<file path="src/hdl/wsrm_pkg.sv">
// Package: constants, codes and cell link types for the wildcard/star matcher.
package wsrm_pkg;

  localparam int unsigned MaxPattern = 32;
  localparam int unsigned CntW       = $clog2(MaxPattern + 1);

  localparam logic [7:0] StarCh = 8'd42;
  localparam logic [7:0] DotCh  = 8'd46;

  typedef enum logic [1:0] {
    FuncPattern = 2'd0,
    FuncText    = 2'd1,
    FuncFinish  = 2'd2,
    FuncIgnore  = 2'd3
  } func_e;

  typedef enum logic [1:0] {
    StatusOk       = 2'd0,
    StatusTooLong  = 2'd1,
    StatusLeadStar = 2'd2,
    StatusSpare    = 2'd3
  } status_e;

  // What one cell shows its right-hand neighbor.
  typedef struct packed {
    logic       valid;     // cell holds a pattern byte
    logic [7:0] pat;       // pattern byte
    logic       row;       // match row bit of this cell
    logic       row_left;  // match row bit of the cell to the left
    logic       wave;      // text update is at this cell this cycle
    logic [7:0] text;      // text byte traveling with the update
  } link_t;

  // Broadcast controls from the top level.
  typedef struct packed {
    logic       app;       // append pattern byte
    logic       clr;       // clear for next query
    logic [7:0] ch;
  } ctl_t;

endpackage

</file>
<file path="src/hdl/wsrm_if.sv">
// Channel interfaces: input word (func, ch) and result word (matched, status).
interface wsrm_in_if;
  logic       valid;
  logic       ready;
  logic [1:0] func;
  logic [7:0] ch;

  modport source (output valid, output func, output ch, input ready);
  modport sink (input valid, input func, input ch, output ready);
endinterface

interface wsrm_out_if;
  logic       valid;
  logic       ready;
  logic       matched;
  logic [1:0] status;

  modport source (output valid, output matched, output status, input ready);
  modport sink (input valid, input matched, input status, output ready);
endinterface

</file>
<file path="src/hdl/wsrm_cell.sv">
// One pattern cell: holds a pattern byte and its match row bit.
module wsrm_cell (
  input  logic           clk_i,
  input  logic           rst_ni,
  input  logic           first_i,
  input  wsrm_pkg::ctl_t  ctl_i,
  input  wsrm_pkg::link_t left_i,
  output wsrm_pkg::link_t right_o
);

  logic       valid_q, valid_d;
  logic [7:0] pat_q, pat_d;
  logic       row_q, row_d;
  logic       wave_q;
  logic [7:0] text_q;
  logic       old_q;  // left cell's row bit before this update

  logic is_star, lit_hit, prev_hit, text_row, load;

  always_comb begin
    is_star  = (pat_q == wsrm_pkg::StarCh);
    lit_hit  = (pat_q == text_q) || (pat_q == wsrm_pkg::DotCh);
    prev_hit = (left_i.pat == text_q) || (left_i.pat == wsrm_pkg::DotCh);

    // literal test before the star test; a leading star never matches
    if (is_star && first_i) begin
      text_row = 1'b0;
    end else if (lit_hit) begin
      text_row = old_q;
    end else if (is_star) begin
      text_row = left_i.row_left | (prev_hit & row_q);
    end else begin
      text_row = 1'b0;
    end

    load    = ctl_i.app && left_i.valid && !valid_q;
    valid_d = valid_q;
    pat_d   = pat_q;
    row_d   = row_q;
    if (ctl_i.clr) begin
      valid_d = 1'b0;
      row_d   = 1'b0;
    end else if (load) begin
      valid_d = 1'b1;
      pat_d   = ctl_i.ch;
      if (ctl_i.ch == wsrm_pkg::StarCh && !first_i) begin
        row_d = left_i.row_left;
      end else begin
        row_d = 1'b0;
      end
    end else if (wave_q && valid_q) begin
      row_d = text_row;
    end
  end

  always_ff @(posedge clk_i or negedge rst_ni) begin
    if (!rst_ni) begin
      valid_q <= 1'b0;
      row_q   <= 1'b0;
      wave_q  <= 1'b0;
    end else begin
      valid_q <= valid_d;
      row_q   <= row_d;
      wave_q  <= left_i.wave && !ctl_i.clr;
    end
  end

  always_ff @(posedge clk_i) begin
    pat_q  <= pat_d;
    text_q <= left_i.text;
    old_q  <= left_i.row;
  end

  assign right_o = '{valid:    valid_q,
                     pat:      pat_q,
                     row:      row_q,
                     row_left: left_i.row,
                     wave:     wave_q,
                     text:     text_q};

endmodule

</file>
<file path="src/hdl/wildcard_star_regex_matcher.sv">
// Top level: pattern/text matcher built as a chain of MaxPattern cells.
// A finish result is registered and valid in the cycle after the finish word is taken.
// A text word sends an update wave down the cell chain, one cell per cycle, and the
// block takes no new word until the wave has left the last cell.
// Reset (async, active low) empties the pattern, sets row bit 0 and clears status.
// No clearing pass: a finish word clears the block in the same cycle it is taken.
module wildcard_star_regex_matcher (
  input  logic           clk_i,
  input  logic           rst_ni,
  wsrm_in_if.sink        in_i,
  wsrm_out_if.source     out_o
);

  localparam int unsigned N = wsrm_pkg::MaxPattern;

  logic [wsrm_pkg::CntW-1:0] count_q, count_d;
  logic [1:0]                status_q, status_d;
  logic                      row0_q, row0_d;
  logic                      out_valid_q, out_valid_d;
  logic                      out_matched_q;
  logic [1:0]                out_status_q;

  wsrm_pkg::link_t links [N:0];
  wsrm_pkg::ctl_t  ctl;
  logic [N:0]      row_vec;
  logic [N-1:0]    wave_vec;
  logic            busy, accept, take_text, take_finish, take_pat;

  // Busy while an update wave is anywhere in the chain.
  assign busy     = |wave_vec;
  assign in_i.ready = !busy && (!out_valid_q || out_o.ready);
  assign accept   = in_i.valid && in_i.ready;

  always_comb begin
    take_pat    = 1'b0;
    take_text   = 1'b0;
    take_finish = 1'b0;
    unique case (wsrm_pkg::func_e'(in_i.func))
      wsrm_pkg::FuncPattern: take_pat    = accept;
      wsrm_pkg::FuncText:    take_text   = accept;
      wsrm_pkg::FuncFinish:  take_finish = accept;
      wsrm_pkg::FuncIgnore:  ;
      default: ;
    endcase
  end

  // Head of the chain: row bit 0 stands in as cell 0, always valid.
  assign links[0] = '{valid:    1'b1,
                      pat:      8'h00,
                      row:      row0_q,
                      row_left: 1'b0,
                      wave:     take_text,
                      text:     in_i.ch};

  assign ctl = '{app: take_pat, clr: take_finish, ch: in_i.ch};

  for (genvar g = 0; g < N; g++) begin : g_cell
    wsrm_cell u_cell (
      .clk_i   (clk_i),
      .rst_ni  (rst_ni),
      .first_i (g == 0),
      .ctl_i   (ctl),
      .left_i  (links[g]),
      .right_o (links[g+1])
    );
    assign wave_vec[g]  = links[g+1].wave;
    assign row_vec[g+1] = links[g+1].row;
  end
  assign row_vec[0] = row0_q;

  always_comb begin
    count_d     = count_q;
    status_d    = status_q;
    row0_d      = row0_q;
    out_valid_d = out_valid_q && !out_o.ready;
    if (take_finish) begin
      count_d     = '0;
      status_d    = wsrm_pkg::StatusOk;
      row0_d      = 1'b1;
      out_valid_d = 1'b1;
    end else if (take_text) begin
      row0_d = 1'b0;  // nonempty text never matches an empty pattern prefix
    end else if (take_pat) begin
      if (count_q == wsrm_pkg::CntW'(N)) begin
        // capacity reached: byte dropped, first error wins
        if (status_q == wsrm_pkg::StatusOk) status_d = wsrm_pkg::StatusTooLong;
      end else begin
        count_d = count_q + 1'b1;
        if (count_q == '0 && in_i.ch == wsrm_pkg::StarCh &&
            status_q == wsrm_pkg::StatusOk) begin
          status_d = wsrm_pkg::StatusLeadStar;
        end
      end
    end
  end

  always_ff @(posedge clk_i or negedge rst_ni) begin
    if (!rst_ni) begin
      count_q     <= '0;
      status_q    <= wsrm_pkg::StatusOk;
      row0_q      <= 1'b1;
      out_valid_q <= 1'b0;
    end else begin
      count_q     <= count_d;
      status_q    <= status_d;
      row0_q      <= row0_d;
      out_valid_q <= out_valid_d;
    end
  end

  // Result word register
  always_ff @(posedge clk_i) begin
    if (take_finish) begin
      out_matched_q <= row_vec[count_q];
      out_status_q  <= status_q;
    end
  end

  assign out_o.valid   = out_valid_q;
  assign out_o.matched = out_matched_q;
  assign out_o.status  = out_status_q;

endmodule

</file>
<file path="src/flat_wrapper.sv">
// flat-port wrapper written by rule: the top's interface ports become plain ports
module wildcard_star_regex_matcher_flat 
  (clk_i, rst_ni, in_i_valid, in_i_func, in_i_ch, in_i_ready, out_o_valid, out_o_matched, out_o_status, out_o_ready);
  wsrm_in_if in_i_i ();
  wsrm_out_if out_o_i ();
  input  logic clk_i;
  input  logic rst_ni;
  input wire logic [$bits(in_i_i.valid)-1:0] in_i_valid;
  input wire logic [$bits(in_i_i.func)-1:0] in_i_func;
  input wire logic [$bits(in_i_i.ch)-1:0] in_i_ch;
  output wire logic [$bits(in_i_i.ready)-1:0] in_i_ready;
  output wire logic [$bits(out_o_i.valid)-1:0] out_o_valid;
  output wire logic [$bits(out_o_i.matched)-1:0] out_o_matched;
  output wire logic [$bits(out_o_i.status)-1:0] out_o_status;
  input wire logic [$bits(out_o_i.ready)-1:0] out_o_ready;
  assign in_i_i.valid = in_i_valid;
  assign in_i_i.func = in_i_func;
  assign in_i_i.ch = in_i_ch;
  assign in_i_ready = in_i_i.ready;
  assign out_o_valid = out_o_i.valid;
  assign out_o_matched = out_o_i.matched;
  assign out_o_status = out_o_i.status;
  assign out_o_i.ready = out_o_ready;
  wildcard_star_regex_matcher u_core (.clk_i(clk_i), .rst_ni(rst_ni), .in_i(in_i_i), .out_o(out_o_i));
endmodule
</file>
<file path="config.mk">
export PLATFORM = sky130hd
export DESIGN_NAME = wildcard_star_regex_matcher_flat
export DESIGN_NICKNAME = d
export VERILOG_FILES = /design/src/hdl/wsrm_pkg.sv /design/src/hdl/wsrm_if.sv /design/src/hdl/wsrm_cell.sv /design/src/hdl/wildcard_star_regex_matcher.sv /design/src/flat_wrapper.sv
export SDC_FILE = /design/constraint.sdc
export NUM_CORES = 1
export LEC_CHECK = 0
export ABC_AREA = 1
export BUFFER_PORTS_ARGS = -buffer_cell sky130_fd_sc_hd__buf_2
export CORE_MARGIN = 2
export CORE_UTILIZATION = 63
export DETAILED_ROUTE_END_ITERATION = 6
export HOLD_SLACK_MARGIN = 0.08
export PLACE_DENSITY = 0.77
export SLEW_MARGIN = 10
export SYNTH_ARGS = -nofsm -noshare
export SYNTH_HDL_FRONTEND = slang
export SYNTH_SLANG_ARGS = --single-unit
</file>
<file path="constraint.sdc">
create_clock -name clk_i -period 2.9 [get_ports clk_i]
set_input_delay 0.435 -clock clk_i [delete_from_list [all_inputs] [get_ports clk_i]]
set_output_delay 0.435 -clock clk_i [all_outputs]
set_load 0.03 [all_outputs]
</file>
Word-level counts from Yosys, hierarchy flattened
Cells that the tools add are included.

Memories kept: 0. Bits in registers: 653. Bits in latches: 0. Memory bits (writable): 0. Input bits: 14. Memory bits (read-only): 0.

Mux-type cells: 273. Magnitude comparators: 1. Multiply operators: 0. Equality and inequality tests: 134. Bitwise gates (word level): 63. Shifts and indexed selects: 0. $add $sub $neg: 1. Reduce and logical (&&, ||, !) cells: 337. Div/mod/pow operators: 0.

Operator list (number): == test 8 x 6 -> 1 bit (second input constant) (65); == test 8 bit (63); 2-to-1 mux 1 bit (262); logical AND 1 bit (132); nonzero test 3 bit (33); nonzero test 2 bit (34); logical OR 1 bit (64); AND reduction 2 bit (32); zero test 1 bit (36); OR reduction 32 bit (1); bitwise AND 1 bit (31); bitwise OR 1 bit (31); 2-to-1 mux 6 bit (4); 2-to-1 mux 2 bit (6); < comparator 6 x 7 -> 1 bit (second input constant) (1); adder 6 x 1 -> 6 bit (second input constant) (1); binary-select mux 1 bit (select 6 bit) (1); == test 6 bit (second input constant) (1); zero test 6 bit (1); zero test 2 bit (2); AND reduction 4 bit (1); != test 3 x 2 -> 1 bit (second input constant) (1); AND reduction 3 bit (1); == test 2 x 1 -> 1 bit (second input constant) (1); other kinds (4) (4).

Logic depth before layout (Yosys ltp)
Gate-level depths: netlist (run 1).

Word-level depth: 9. Depth in mapped cells: 14. Mapped depth without buffers: 14.

Modules after synthesis
From an unflattened synthesis (run 1), not the netlist that was laid out.

Cells, all modules: 3658. Area, all modules: 32162.1 sq um.

By module, submodules not included: wsrm_cell (cells each 108, area an instance 964.7 sq um, sequential area each 495.5 sq um, times used 32); wildcard_star_regex_matcher (cells each 202, area an instance 1292.5 sq um, sequential area each 341.6 sq um, times used 1).

Worst setup path before layout (run 1)
No wires, ideal clock.

Path type: flip-flop to flip-flop. Start point: register u_core.out_valid_q (netlist: u_core.out_o.valid). End point: register u_core.g_cell[16].u_cell.pat_q[0], enable pin. Data arrival time: 2136 ps. Stages on the path, launching flop included: 11. Path buffers: 1. Library setup time: 383 ps. Path slack: 381 ps. Required time: 2517 ps. Cells stage by stage: dfrtp_1 nand2_1 nand3_1 inv_1 nand3_1 nor3_4 nand2_2 nor2_4 buf_4 inv_1 nor3_1.

Longest elaborated chain between the ends: 8.

Ends and longest elaborated chain: start: declaration (line wildcard_star_regex_matcher.sv:19) `logic out_valid_q, out_valid_d;`; start signal: assignment (line wildcard_star_regex_matcher.sv:107) `out_valid_q <= out_valid_d;`; zero test 1 bit (*) (line wildcard_star_regex_matcher.sv:31) `assign in_i.ready = !busy && (!out_valid_q || out_o.ready);`; logical OR 1 bit (*) (line wildcard_star_regex_matcher.sv:31); logical AND 1 bit (*) (line wildcard_star_regex_matcher.sv:31); logical AND 1 bit (*) (line wildcard_star_regex_matcher.sv:32) `assign accept = in_i.valid && in_i.ready;`; 2-to-1 mux 1 bit (line wildcard_star_regex_matcher.sv:38) `unique case (wsrm_pkg::func_e'(in_i.func))`; logical AND 1 bit (2 in a row) (line wsrm_cell.sv:36) `load = ctl_i.app && left_i.valid && !valid_q;`; AND reduction 2 bit (no line) (*); end signal: assignment (line wsrm_cell.sv:69) `pat_q <= pat_d;`; end: declaration (line wsrm_cell.sv:12) `logic [7:0] pat_q, pat_d;`.

Every way passes the cells marked *; elsewhere a longest branch is shown, timed or not. A chain may end at the register's enable or synchronous reset.

Final worst setup path (run 1)
Start point: register u_core.g_cell[3].u_cell.wave_q. End point: register u_core.g_cell[18].u_cell.pat_q[6], enable pin.

Longest elaborated chain between the ends: 8.

Ends and longest elaborated chain: start: declaration (line wsrm_cell.sv:14) `logic wave_q;`; start signal: assignment (line wsrm_cell.sv:64) `wave_q <= left_i.wave && !ctl_i.clr;`; OR reduction 32 bit (*) (line wildcard_star_regex_matcher.sv:30) `assign busy = |wave_vec;`; zero test 1 bit (*) (line wildcard_star_regex_matcher.sv:31); logical AND 1 bit (*) (line wildcard_star_regex_matcher.sv:31); logical AND 1 bit (*) (line wildcard_star_regex_matcher.sv:32); 2-to-1 mux 1 bit (line wildcard_star_regex_matcher.sv:38); logical AND 1 bit (2 in a row) (line wsrm_cell.sv:36); AND reduction 2 bit (no line) (*); end signal: assignment (line wsrm_cell.sv:69); end: declaration (line wsrm_cell.sv:12).

Marked as above.

==> results of run 1 <==
-- final timing paths --
| path | start | to | slack (ps) | cells past startpoint |
|---|---|---|---|---|
| worst max-delay path | u_core.g_cell[3].u_cell.wave_q | u_core.g_cell[18].u_cell.pat_q[6] | 350 | 11 |
| worst min-delay path | out_o_ready | u_core.out_o.valid | 170 | 4 |
| worst max register to register | u_core.g_cell[3].u_cell.wave_q | u_core.g_cell[18].u_cell.pat_q[6] | 350 | 11 |
| worst min register to register | u_core.g_cell[0].u_cell.text_q[5] | u_core.g_cell[1].u_cell.text_q[5] | 350 | 0 |
| max in group asynchronous | rst_ni | u_core.g_cell[18].u_cell.valid_q | 1640 | 3 |
| min in group asynchronous | rst_ni | u_core.g_cell[18].u_cell.row_q | 540 | 2 |
-- cells by family after synthesis --
logic type      count (synthesis)
compound gates                128
fa+ha+maj                       2
simple gates                 1370
buf+inv                       367
flops                         653
xor+xnor                      445
-- power groups by stage --
stage          clock network [mW]  registers (mW)  logic, mW
6_report                     8.53            11.3       2.57
5_1_grt                      8.98            11.4       2.90
4_1_cts                      8.64            11.3       2.56
3_5_place_dp                    0            11.5       2.53
3_3_place_gp                    0            11.5       2.45
2_1_floorplan                   0            11.2       1.83
-- repair_timing --
action	CTS	global route
hold buffers	1	0
hold endpoints to repair	54	0
endpoints found under the setup margin	0	0
-- state kept, by name (all words and copies together) (netlist names), 6 cells and up --
name                          flops
u_core.g_cell.u_cell.valid_q     32
u_core.g_cell.u_cell.text_q     256
u_core.count_q                    6
u_core.g_cell.u_cell.row_q       32
u_core.g_cell.u_cell.pat_q      256
u_core.g_cell.u_cell.wave_q      32
u_core.g_cell.u_cell.old_q       32
-- synthesized netlist by cell type (all sizes together), types with 3 or more instances --
cell     number  area share (%)
xor2        165             5.2
edfxtp      259              28
nand3       187             3.5
a21oi        52            0.93
o2111ai       5            0.16
buf          10            0.24
clkbuf       42            0.56
nand3b        9            0.24
nand2       678             9.1
nor3         42            0.79
nand4        48             1.1
nor4         13            0.29
or2          46             1.0
inv         313             4.2
and3          3           0.067
dfxtp       288              21
xnor2       280             8.7
dfrtp       105             9.4
o21ai        63             1.1
nor3b         3           0.080
nor2        338             4.6
-- final cells by class --
type,instances,share of cell area (%)
diodes,1,0.00805
clock buffers,97,6.39
clock inverters,25,0.664
inverters,315,3.80
multi-input cells,1945,33.6
flip-flops and latches,653,52.1
well taps,592,2.38
repair buffers,46,1.06
-- worst min-delay path, delay by kind of cell --
family        cells  cell delay, ps
buf+inv           2             150
simple gates      2             140
-- layer usage --
| layer | up-vias | global-route usage (%) | part of all wire [%] | wire length, um |
|---|---|---|---|---|
| met5 | - | 0 | 0 | 0 |
| met4 | 0 | 9.08 | 2.9 | 1840 |
| met3 | 155 | 4.29 | 5.3 | 3430 |
| met2 | 589 | 49.0 | 49 | 31700 |
| met1 | 9543 | 36.7 | 43 | 27400 |
| li1 | 9565 | - | - | - |
-- per-stage QoR --
| stage | instance area (sq um) | instances | util (%) | hold slack, ps | setup WS, ps |
|---|---|---|---|---|---|
| 6_report | 31100 | 3674 | 70.5 | 172 | 346 |
| 5_1_grt | 31100 | 3674 | 70.5 | 165 | 202 |
| 4_1_cts | 31100 | 3673 | 70.5 | 151 | 392 |
| 3_5_place_dp | 28900 | 3550 | 65.5 | 338 | 318 |
| 3_3_place_gp | 28900 | 3550 | 65.5 | 339 | 288 |
| 2_1_floorplan | 28000 | 2965 | - | 139 | 381 |
==> run metrics, run 1 <==
sequential power share=50.5%; Fill cells=around 3200; Worst Path Buf+Inv=3; RSZ-0062 raised after global routing=false; Critical Path Max Stage Delay=430 ps; Post-synth EDFFs=between 200 and 300; CP dominant cell by count=nor2_1; global-route wire length before repair=approximately 100 mm; Top delay family on crit path=simple AND/OR/NAND/NOR gates; area of the multi-input gates=between 10000 and 15000 sq um; Ys Warns=0; worst skew pair latency=about 590 ps; Ports=19; Slew @ Worst Pin=~740 ps; mean number of vias per cell=around 5.4; H-Tree Depth=3; Die ar.=approximately 46000 sq um; Die Width=approximately 210 um; post-CTS setup buffer count=0; Compound-Gate Fraction of Synth Area=2.43%; worst-path maximum fanout=29; ys flop type=dfxtp_1; vias post-DR=approximately 20000; largest net degree at the start of global routing=58; number of global-route vias before repair=between 20000 and 25000; main combinational cell family by area after synthesis=simple AND/OR/NAND/NOR gates; nets=~3000; grt total ovfl=0; status=finished, final reports clean; switching share of power=around 27%; VDD IR max=approximately 0.53 mV; Lkg Pwr=~13 nW; setup TNS=0 ps; critical path type=reg2reg; post-synthesis xor/xnor area fraction=roughly 14%; Synth Register Bits=approximately 650; TritonCTS Buffers=67; FP Rows=77; mapped cell area=about 28000 sq um; Sink Count=between 600 and 700; Port Buffer Count=18; Gate power share=roughly 12%; Syn Area/Cell=9.46 sq um; Final GP Congestion=between 0.9 and 1; Pwr Density=a little over 700 nW/um^2; post-synthesis sequential area ratio=57.8%; clk root buf=clkbuf_16; clock power share=38.1%; Initial Utilization=a little under two thirds; CP required=around 3200 ps; total track usage=approximately 28%; Internal=16.4 mW; Clock Skews=roughly 24 ps; core area=approximately 44000 sq um; Chip Height=roughly 210 um; min Tclk post-route=roughly 2600 ps; TritonCTS clock tree=done; Max Slew Vio Count=0; Design Power=between 20 and 25 mW; Routed Antenna Nets=0; CP endpoint kind=flip-flop; DRT iter0 DRCs=approximately 1800; area share of fa/ha/maj cells after synthesis=less than 1%; Rel. slew slack=50.5%; clk slew on worst S/H paths=60 ps; Post-CTS Resized=0; initial antenna violation count=1; Synth Net Count=a little under 3000; detailed-route DRC error count=0; Fin. Hold Viols=0; final count of negative-setup-slack endpoints=0; commonest non-fill, non-tap cell in the layout=nand2_1; critical path's slowest cell=dfrtp_1; most frequent cells in the layout=nand2_1 (677), nor2_1 (336), inv_1 (312); Post-Synth Simple-Gate Area=about a fifth; sw power=6.02 mW; CTS Buffer Depth=3; Async S/R FF share, synth=approximately 16%; Max-Cap Viols=0; Synth-to-Final Area Change=10.8%; Max Clock Freq=~390 MHz; mux contribution to synthesized area=0%; DRT Pass-1 Iters=5; Post-DP HPWL=between 40 and 50 mm; number of distinct library cells after synthesis=between 40 and 50; HP Class=in2reg; startpoint types=flip-flop; CP cell instances=nor2_1 -> nand2_1 -> nor2_1 -> nand3_1 -> nor3_4 -> nand2_2 -> nor2_4 -> buf_12 -> inv_1 -> nor3_1 -> buf_4; sequential standard cell area=16200 sq um; layout cell share with drive strength beyond 1=6.69%; post-synthesis cell count=just under 3000; final WL=64.4 mm; drt wl/cell=between 15 and 20 um; Final period util=between 80% and 90%; Data arrival, critical path=between 2000 and 3000 ps
Note: power is estimated with default switching activity, not from simulation.
==> inputs of run 2 (changes only) <==
--- a/config.mk
+++ b/config.mk
@@ -7,8 +7,10 @@
 export LEC_CHECK = 0
 export ABC_AREA = 1
 export BUFFER_PORTS_ARGS = -buffer_cell sky130_fd_sc_hd__buf_2
+export CELL_PAD_IN_SITES_DETAIL_PLACEMENT = 1
+export CELL_PAD_IN_SITES_GLOBAL_PLACEMENT = 2
 export CORE_MARGIN = 2
-export CORE_UTILIZATION = 63
+export CORE_UTILIZATION = 41
 export DETAILED_ROUTE_END_ITERATION = 6
 export HOLD_SLACK_MARGIN = 0.08
 export PLACE_DENSITY = 0.77
==> run 2 against run 1 <==
Utilization is 23 points lower. Via count fell by 2.5%. Die area grew 53%. Cell count is 8.1% higher. First-iteration DRC count down 56%. Total power increased by 5.0%. Clock power is 12% higher. Clock-buffer cell count stayed put. Final area rose by 2.2%. Sequential share of layout area is 1.1 points lower. Global-route usage fell by 6.7 points. Wire length is 15% higher.
==> run metrics, run 2 (synthesized netlist as in run 1, its figures left out) <==
final count of negative-setup-slack endpoints=0 (unchanged); Chip Height=266 um (was 215 um); final WL=74.3 mm (was 64.4 mm); Synth-to-Final Area Change=13.3% (was 10.8%); final core utilization=47.1% (was 70.5%); VDD IR max=0.396 mV (was 0.527 mV); Slew @ Worst Pin=680 ps (was 742 ps); HP Start=out_o_ready (unchanged); Clock Skews=28.8 ps (was 23.8 ps); DRT iter0 DRCs=790 (was 1782); critical path type=reg2reg (unchanged); Die ar.=70500 sq um (was 46200 sq um); H-Tree Depth=3 (unchanged); Design Power=23.5 mW (was 22.4 mW); hold endpoint=u_core.out_o.valid (unchanged); mean number of vias per cell=4.88 (was 5.40); global-route wire length before repair=119 mm (was 104 mm); Cell Count Post-Placement=3837 (was 3550); largest net degree at the start of global routing=47 (was 58); CP endpoint kind=flip-flop (unchanged); layout cell share with drive strength beyond 1=7.46% (was 6.69%); Rel. slew slack=54.7% (was 50.5%); DRT Pass-1 Iters=4 (was 5); hold path cells=4 (unchanged); Pwr Density=741 nW/um^2 (was 721 nW/um^2); Port Buffer Count=18 (unchanged); Top delay family on crit path=simple AND/OR/NAND/NOR gates (unchanged); setup TNS=0 ps (unchanged); number of global-route vias before repair=21100 (was 20100); most frequent cells in the layout=nand2_1 (677), nor2_1 (336), inv_1 (312) (unchanged); CP dominant cell by count=inv_1 (was nor2_1); detailed-route DRC error count=0 (unchanged); CP cell instances=nor2_1 -> nand3_1 -> inv_1 -> nand2_1 -> nor3_4 -> nand2_2 -> nor2_4 -> buf_12 -> inv_1 -> nor3_1 -> buf_4 (was nor2_1 -> nand2_1 -> nor2_1 -> nand3_1 -> nor3_4 -> nand2_2 -> nor2_4 -> buf_12 -> inv_1 -> nor3_1 -> buf_4); clk root buf=clkbuf_16 (unchanged); Critical Path Max Stage Delay=400 ps (was 430 ps); Sink Count=653 (unchanged); worst skew pair latency=610 ps (was 590 ps); CP required=3210 ps (was 3180 ps); initial antenna violation count=3 (was 1); Die Width=266 um (was 215 um); Final GP Congestion=0.822 (was 0.903); post-CTS setup buffer count=0 (unchanged); drt wl/cell=18.7 um (was 17.5 um); RR Startpoint=u_core.g_cell[5].u_cell.wave_q (was u_core.g_cell[3].u_cell.wave_q); HP Class=in2reg (unchanged); Max-Cap Viols=0 (unchanged); Routed Antenna Nets=0 (unchanged); commonest non-fill, non-tap cell in the layout=nand2_1 (unchanged); Max Clock Freq=377 MHz (was 392 MHz); worst-path maximum fanout=15 (was 29); Initial Utilization=41.6% (was 63.6%); critical path's slowest cell=dfrtp_1 (unchanged); top flop regs=u_core.g_cell.u_cell.pat_q x256, u_core.g_cell.u_cell.text_q x256 (unchanged); Worst Path Buf+Inv=4 (was 3); nets=3055 (was 3044); Lkg Pwr=13.6 nW (was 13.4 nW); Worst R2R Setup Slack=250 ps (was 350 ps); CTS Buffer Depth=3 (unchanged); TritonCTS Buffers=72 (was 67); Reg2Reg Depth=11 (unchanged); Post-DP HPWL=53.4 mm (was 43.7 mm); fin area=31800 sq um (was 31100 sq um); Max Slew Vio Count=0 (unchanged); clk slew on worst S/H paths=60 ps (about the same); min Tclk post-route=2650 ps (was 2550 ps); Fin. Hold Viols=0 (unchanged); TritonCTS clock tree=done (unchanged); status=finished, final reports clean (unchanged); grt total ovfl=0 (unchanged); Post-CTS Resized=0 (unchanged); worst r2r dst=u_core.g_cell[27].u_cell.pat_q[4] (was u_core.g_cell[18].u_cell.pat_q[6]); core area=67400 sq um (was 44100 sq um); post-place instance area=29300 sq um (was 28900 sq um); FP Rows=95 (was 77); fin cells=3972 (was 3674); Final period util=91.4% (was 88.1%); RSZ-0062 raised after global routing=false (unchanged); Ports=19 (unchanged); Fill cells=7547 (was 3163); total track usage=21.6% (was 28.3%); vias post-DR=19400 (was 19900); Data arrival, critical path=2970 ps (was 2840 ps); startpoint types=flip-flop (unchanged)
[run 2: cell types whose count changed in the layout (fill, tap and decap cells not counted), moves of 3 or more]
| cell | delta |
|---|---|
| clkinv_1 | -3 |
| clkbuf_16 | +3 |
| buf_4 | +5 |
| bufinv_16 | +5 |
| clkinv_2 | +7 |
| clkbuf_1 | -5 |
[run 2: how the worst max path moves through the flow]
stage,startpoint,to,slack [ps],cells past startpoint
after floorplan,u_core.out_o.valid,u_core.g_cell[16].u_cell.pat_q[0],380,10
after global placement,out_o_ready,u_core.g_cell[16].u_cell.pat_q[5],310,13
after detailed placement,out_o_ready,u_core.g_cell[27].u_cell.pat_q[5],180,13
after CTS,u_core.g_cell[5].u_cell.wave_q,u_core.g_cell[27].u_cell.pat_q[4],230,11
after global routing,u_core.g_cell[5].u_cell.wave_q,u_core.g_cell[23].u_cell.pat_q[4],40,11
final,u_core.g_cell[5].u_cell.wave_q,u_core.g_cell[27].u_cell.pat_q[4],250,11
[run 2: layout make-up]
class | instances | area, sq um | area share [%]
repair buffers | 52 | 388 | 1.22
inverters | 315 | 1180 | 3.72
flip-flops and latches | 653 | 16200 | 51.0
clock inverters | 36 | 398 | 1.25
clock buffers | 97 | 2070 | 6.52
multi-input cells | 1945 | 10400 | 32.9
well taps | 873 | 1090 | 3.44
diodes | 1 | 2.50 | 0.00788
[run 2: timing repair]
item / CTS / global route
endpoints found under the setup margin: 0 / 0
endpoints found under the hold margin: 44 / 0
hold buffers: 1 / 0
[run 2: per-layer routing]
| metal | GRT usage [%] | wire (um) |
|---|---|---|
| met2 | 36.5 | 35500 |
| met4 | 5.08 | 1270 |
| met5 | 0 | 0 |
| met1 | 29.4 | 35500 |
| met3 | 2.81 | 2040 |
[run 2: worst min-delay path: stages]
cell     delay, ps
buf_2           70
inv_1           50
nand2_1         90
nand2_1         60
[run 2: power by group]
group,internal [mW],total (mW),switching (mW)
combinational,0.937,2.64,1.71
clock,5.74,9.56,3.82
sequential,10.4,11.3,0.892
total,17.1,23.5,6.42
[run 2: stage by stage]
stage | hold slack (ps) | worst slack (ps)
final | 148 | 248
after global routing | 158 | 44.2
after CTS | 131 | 228
after detailed placement | 356 | 183
after global placement | 342 | 314
after floorplan | 139 | 381
==> inputs of run 3 (changes only) <==
--- a/config.mk
+++ b/config.mk
@@ -13,7 +13,7 @@
 export CORE_UTILIZATION = 41
 export DETAILED_ROUTE_END_ITERATION = 6
 export HOLD_SLACK_MARGIN = 0.08
-export PLACE_DENSITY = 0.77
+export PLACE_DENSITY_LB_ADDON = 0.08
 export SLEW_MARGIN = 10
 export SYNTH_ARGS = -nofsm -noshare
 export SYNTH_HDL_FRONTEND = slang
==> run 3 against run 2 <==
Final area down 0.62%. Total power shrank 3.0%. Clock power down 7.6%. Clock-buffer cell count increased by 3. Register-to-register slack better by 50 ps. Utilization fell by 0.29 points. Sequential power about the same. Cell count is 0.13% higher. Combinational power hardly changed. First-iteration DRC count grew 17%. Wire length increased by 1.3%.
==> run metrics, run 3 (synthesized netlist as in run 1, its figures left out) <==
CP required=3220 ps (was 3210 ps); mean number of vias per cell=4.91 (was 4.88); sw power=6.43 mW (was 6.42 mW); Sink Count=653 (unchanged); detailed-route DRC error count=0 (unchanged); Ports=19 (unchanged); largest net degree at the start of global routing=47 (unchanged); critical path type=reg2reg (unchanged); Fin. Hold Viols=0 (unchanged); hold endpoint=u_core.out_o.valid (unchanged); CP endpoint kind=flip-flop (unchanged); min Tclk post-route=2600 ps (was 2650 ps); worst skew pair latency=610 ps (about the same); Port Buffer Count=18 (unchanged); Final period util=89.7% (was 91.4%); final core utilization=46.9% (was 47.1%); grt total ovfl=0 (unchanged); DRT Pass-1 Iters=5 (was 4); Initial Utilization=41.6% (unchanged); Internal=16.4 mW (was 17.1 mW); final WL=75.2 mm (was 74.3 mm); startpoint types=flip-flop (unchanged); Pwr Density=723 nW/um^2 (was 741 nW/um^2); clock power share=38.7% (was 40.6%); Post-DP HPWL=54.2 mm (was 53.4 mm); TritonCTS clock tree=done (unchanged); worst-path maximum fanout=8 (was 15); layout cell share with drive strength beyond 1=6.93% (was 7.46%); fin area=31600 sq um (was 31800 sq um); Max-Cap Viols=0 (unchanged); FP Rows=95 (unchanged); Rel. slew slack=57.4% (was 54.7%); CTS Buffer Depth=3 (unchanged); Max Clock Freq=385 MHz (was 377 MHz); Die ar.=70500 sq um (unchanged); setup TNS=0 ps (unchanged); TritonCTS Buffers=73 (was 72); met3 wire len=1.97 mm (was 2.04 mm); most frequent cells in the layout=nand2_1 (677), nor2_1 (336), inv_1 (312) (unchanged); Data arrival, critical path=2920 ps (was 2970 ps); initial antenna violation count=4 (was 3); commonest non-fill, non-tap cell in the layout=nand2_1 (unchanged); Gate power share=11.7% (was 11.2%); Max Slew Vio Count=0 (unchanged); worst r2r dst=u_core.g_cell[27].u_cell.pat_q[4] (unchanged); hold path cells=4 (unchanged); VDD IR max=0.451 mV (was 0.396 mV); status=finished, final reports clean (unchanged); clk slew on worst S/H paths=60 ps (about the same); drt wl/cell=18.9 um (was 18.7 um); sequential power share=49.7% (was 48.1%); DRT iter0 DRCs=921 (was 790); Routed Antenna Nets=0 (unchanged); Die Width=266 um (unchanged); post-place instance area=29300 sq um (about the same); switching share of power=28.1% (was 27.3%); Chip Height=266 um (unchanged); pre-CTS WS=258 ps (was 183 ps); vias post-DR=19500 (was 19400); nets=3058 (was 3055); Post-CTS Resized=0 (unchanged); Slew @ Worst Pin=639 ps (was 680 ps); Synth-to-Final Area Change=12.6% (was 13.3%); length of routed wiring on met1=36.1 mm (was 35.5 mm); final count of negative-setup-slack endpoints=0 (unchanged); Design Power=22.8 mW (was 23.5 mW); clk root buf=clkbuf_16 (unchanged); number of global-route vias before repair=21000 (was 21100); H-Tree Depth=3 (unchanged); highest metal used=met4 (unchanged); total track usage=21.9% (was 21.6%); global-route wire length before repair=120 mm (was 119 mm); HP Start=out_o_ready (unchanged); Final GP Congestion=0.824 (was 0.822); top flop regs=u_core.g_cell.u_cell.pat_q x256, u_core.g_cell.u_cell.text_q x256 (unchanged); Lkg Pwr=13.4 nW (was 13.6 nW); metal2 WL=35.5 mm (about the same); RR Startpoint=u_core.g_cell[5].u_cell.wave_q (unchanged); core area=67400 sq um (unchanged); RSZ-0062 raised after global routing=false (unchanged); Worst R2R Setup Slack=300 ps (was 250 ps); Reg2Reg Depth=10 (was 11); Clock Skews=16.6 ps (was 28.8 ps); worst setup margin=300 ps (was 248 ps); HP Class=in2reg (unchanged)
[run 3: power groups by stage]
stage	Sequential (mW)	Combinational [mW]	Clock, mW
final	11.3	2.67	8.83
after global routing	11.5	3.03	9.44
after CTS	11.4	2.72	9.08
after detailed placement	11.5	2.70	0
after global placement	11.5	2.65	0
after floorplan	11.2	1.83	0
[run 3: timing repair]
action,CTS,global route
hold buffers,1,0
hold endpoints to repair,36,0
buffers inserted,0,0
[run 3: worst max-delay path by stage]
| stage | to | slack (ps) | startpoint |
|---|---|---|---|
| after global routing | u_core.g_cell[26].u_cell.pat_q[4] | 140 | u_core.g_cell[5].u_cell.wave_q |
| after floorplan | u_core.g_cell[16].u_cell.pat_q[0] | 380 | u_core.out_o.valid |
| after CTS | u_core.g_cell[27].u_cell.pat_q[4] | 280 | u_core.g_cell[5].u_cell.wave_q |
| final | u_core.g_cell[27].u_cell.pat_q[4] | 300 | u_core.g_cell[5].u_cell.wave_q |
| after detailed placement | u_core.g_cell[27].u_cell.pat_q[4] | 260 | out_o_ready |
| after global placement | u_core.g_cell[16].u_cell.pat_q[5] | 310 | out_o_ready |
[run 3: metal layers]
layer  up-vias  track usage, %
met5         -               0
met3       114            2.61
met2       216            36.4
met1      9603            30.1
li1       9597               -
met4         0            6.12
[run 3: area by class of cell]
cell class | instances | area (sq um)
antenna | 1 | 2.50
fill | 7635 | 35800
tap | 873 | 1090
clock buffer | 100 | 1960
inverter | 315 | 1180
clock inverter | 36 | 297
multi-input combinational | 1945 | 10400
sequential | 653 | 16200
timing repair buffer | 54 | 403
[run 3: stage by stage]
step | hold WS, ps | std cells
6_report | 156 | 3977
5_1_grt | 163 | 3976
4_1_cts | 135 | 3976
3_5_place_dp | 349 | 3839
3_3_place_gp | 347 | 3839
2_1_floorplan | 139 | 2965
[run 3: worst max-delay path, cell delays in order (launching register included)]
cell and delay, ps:
dfrtp_1 400, nor2_1 190, nand3_1 130, inv_1 70, nand2_1 110, nor3_4 250, nand2_2 110, nor2_4 260
inv_1 300, nor3_1 270, buf_4 210
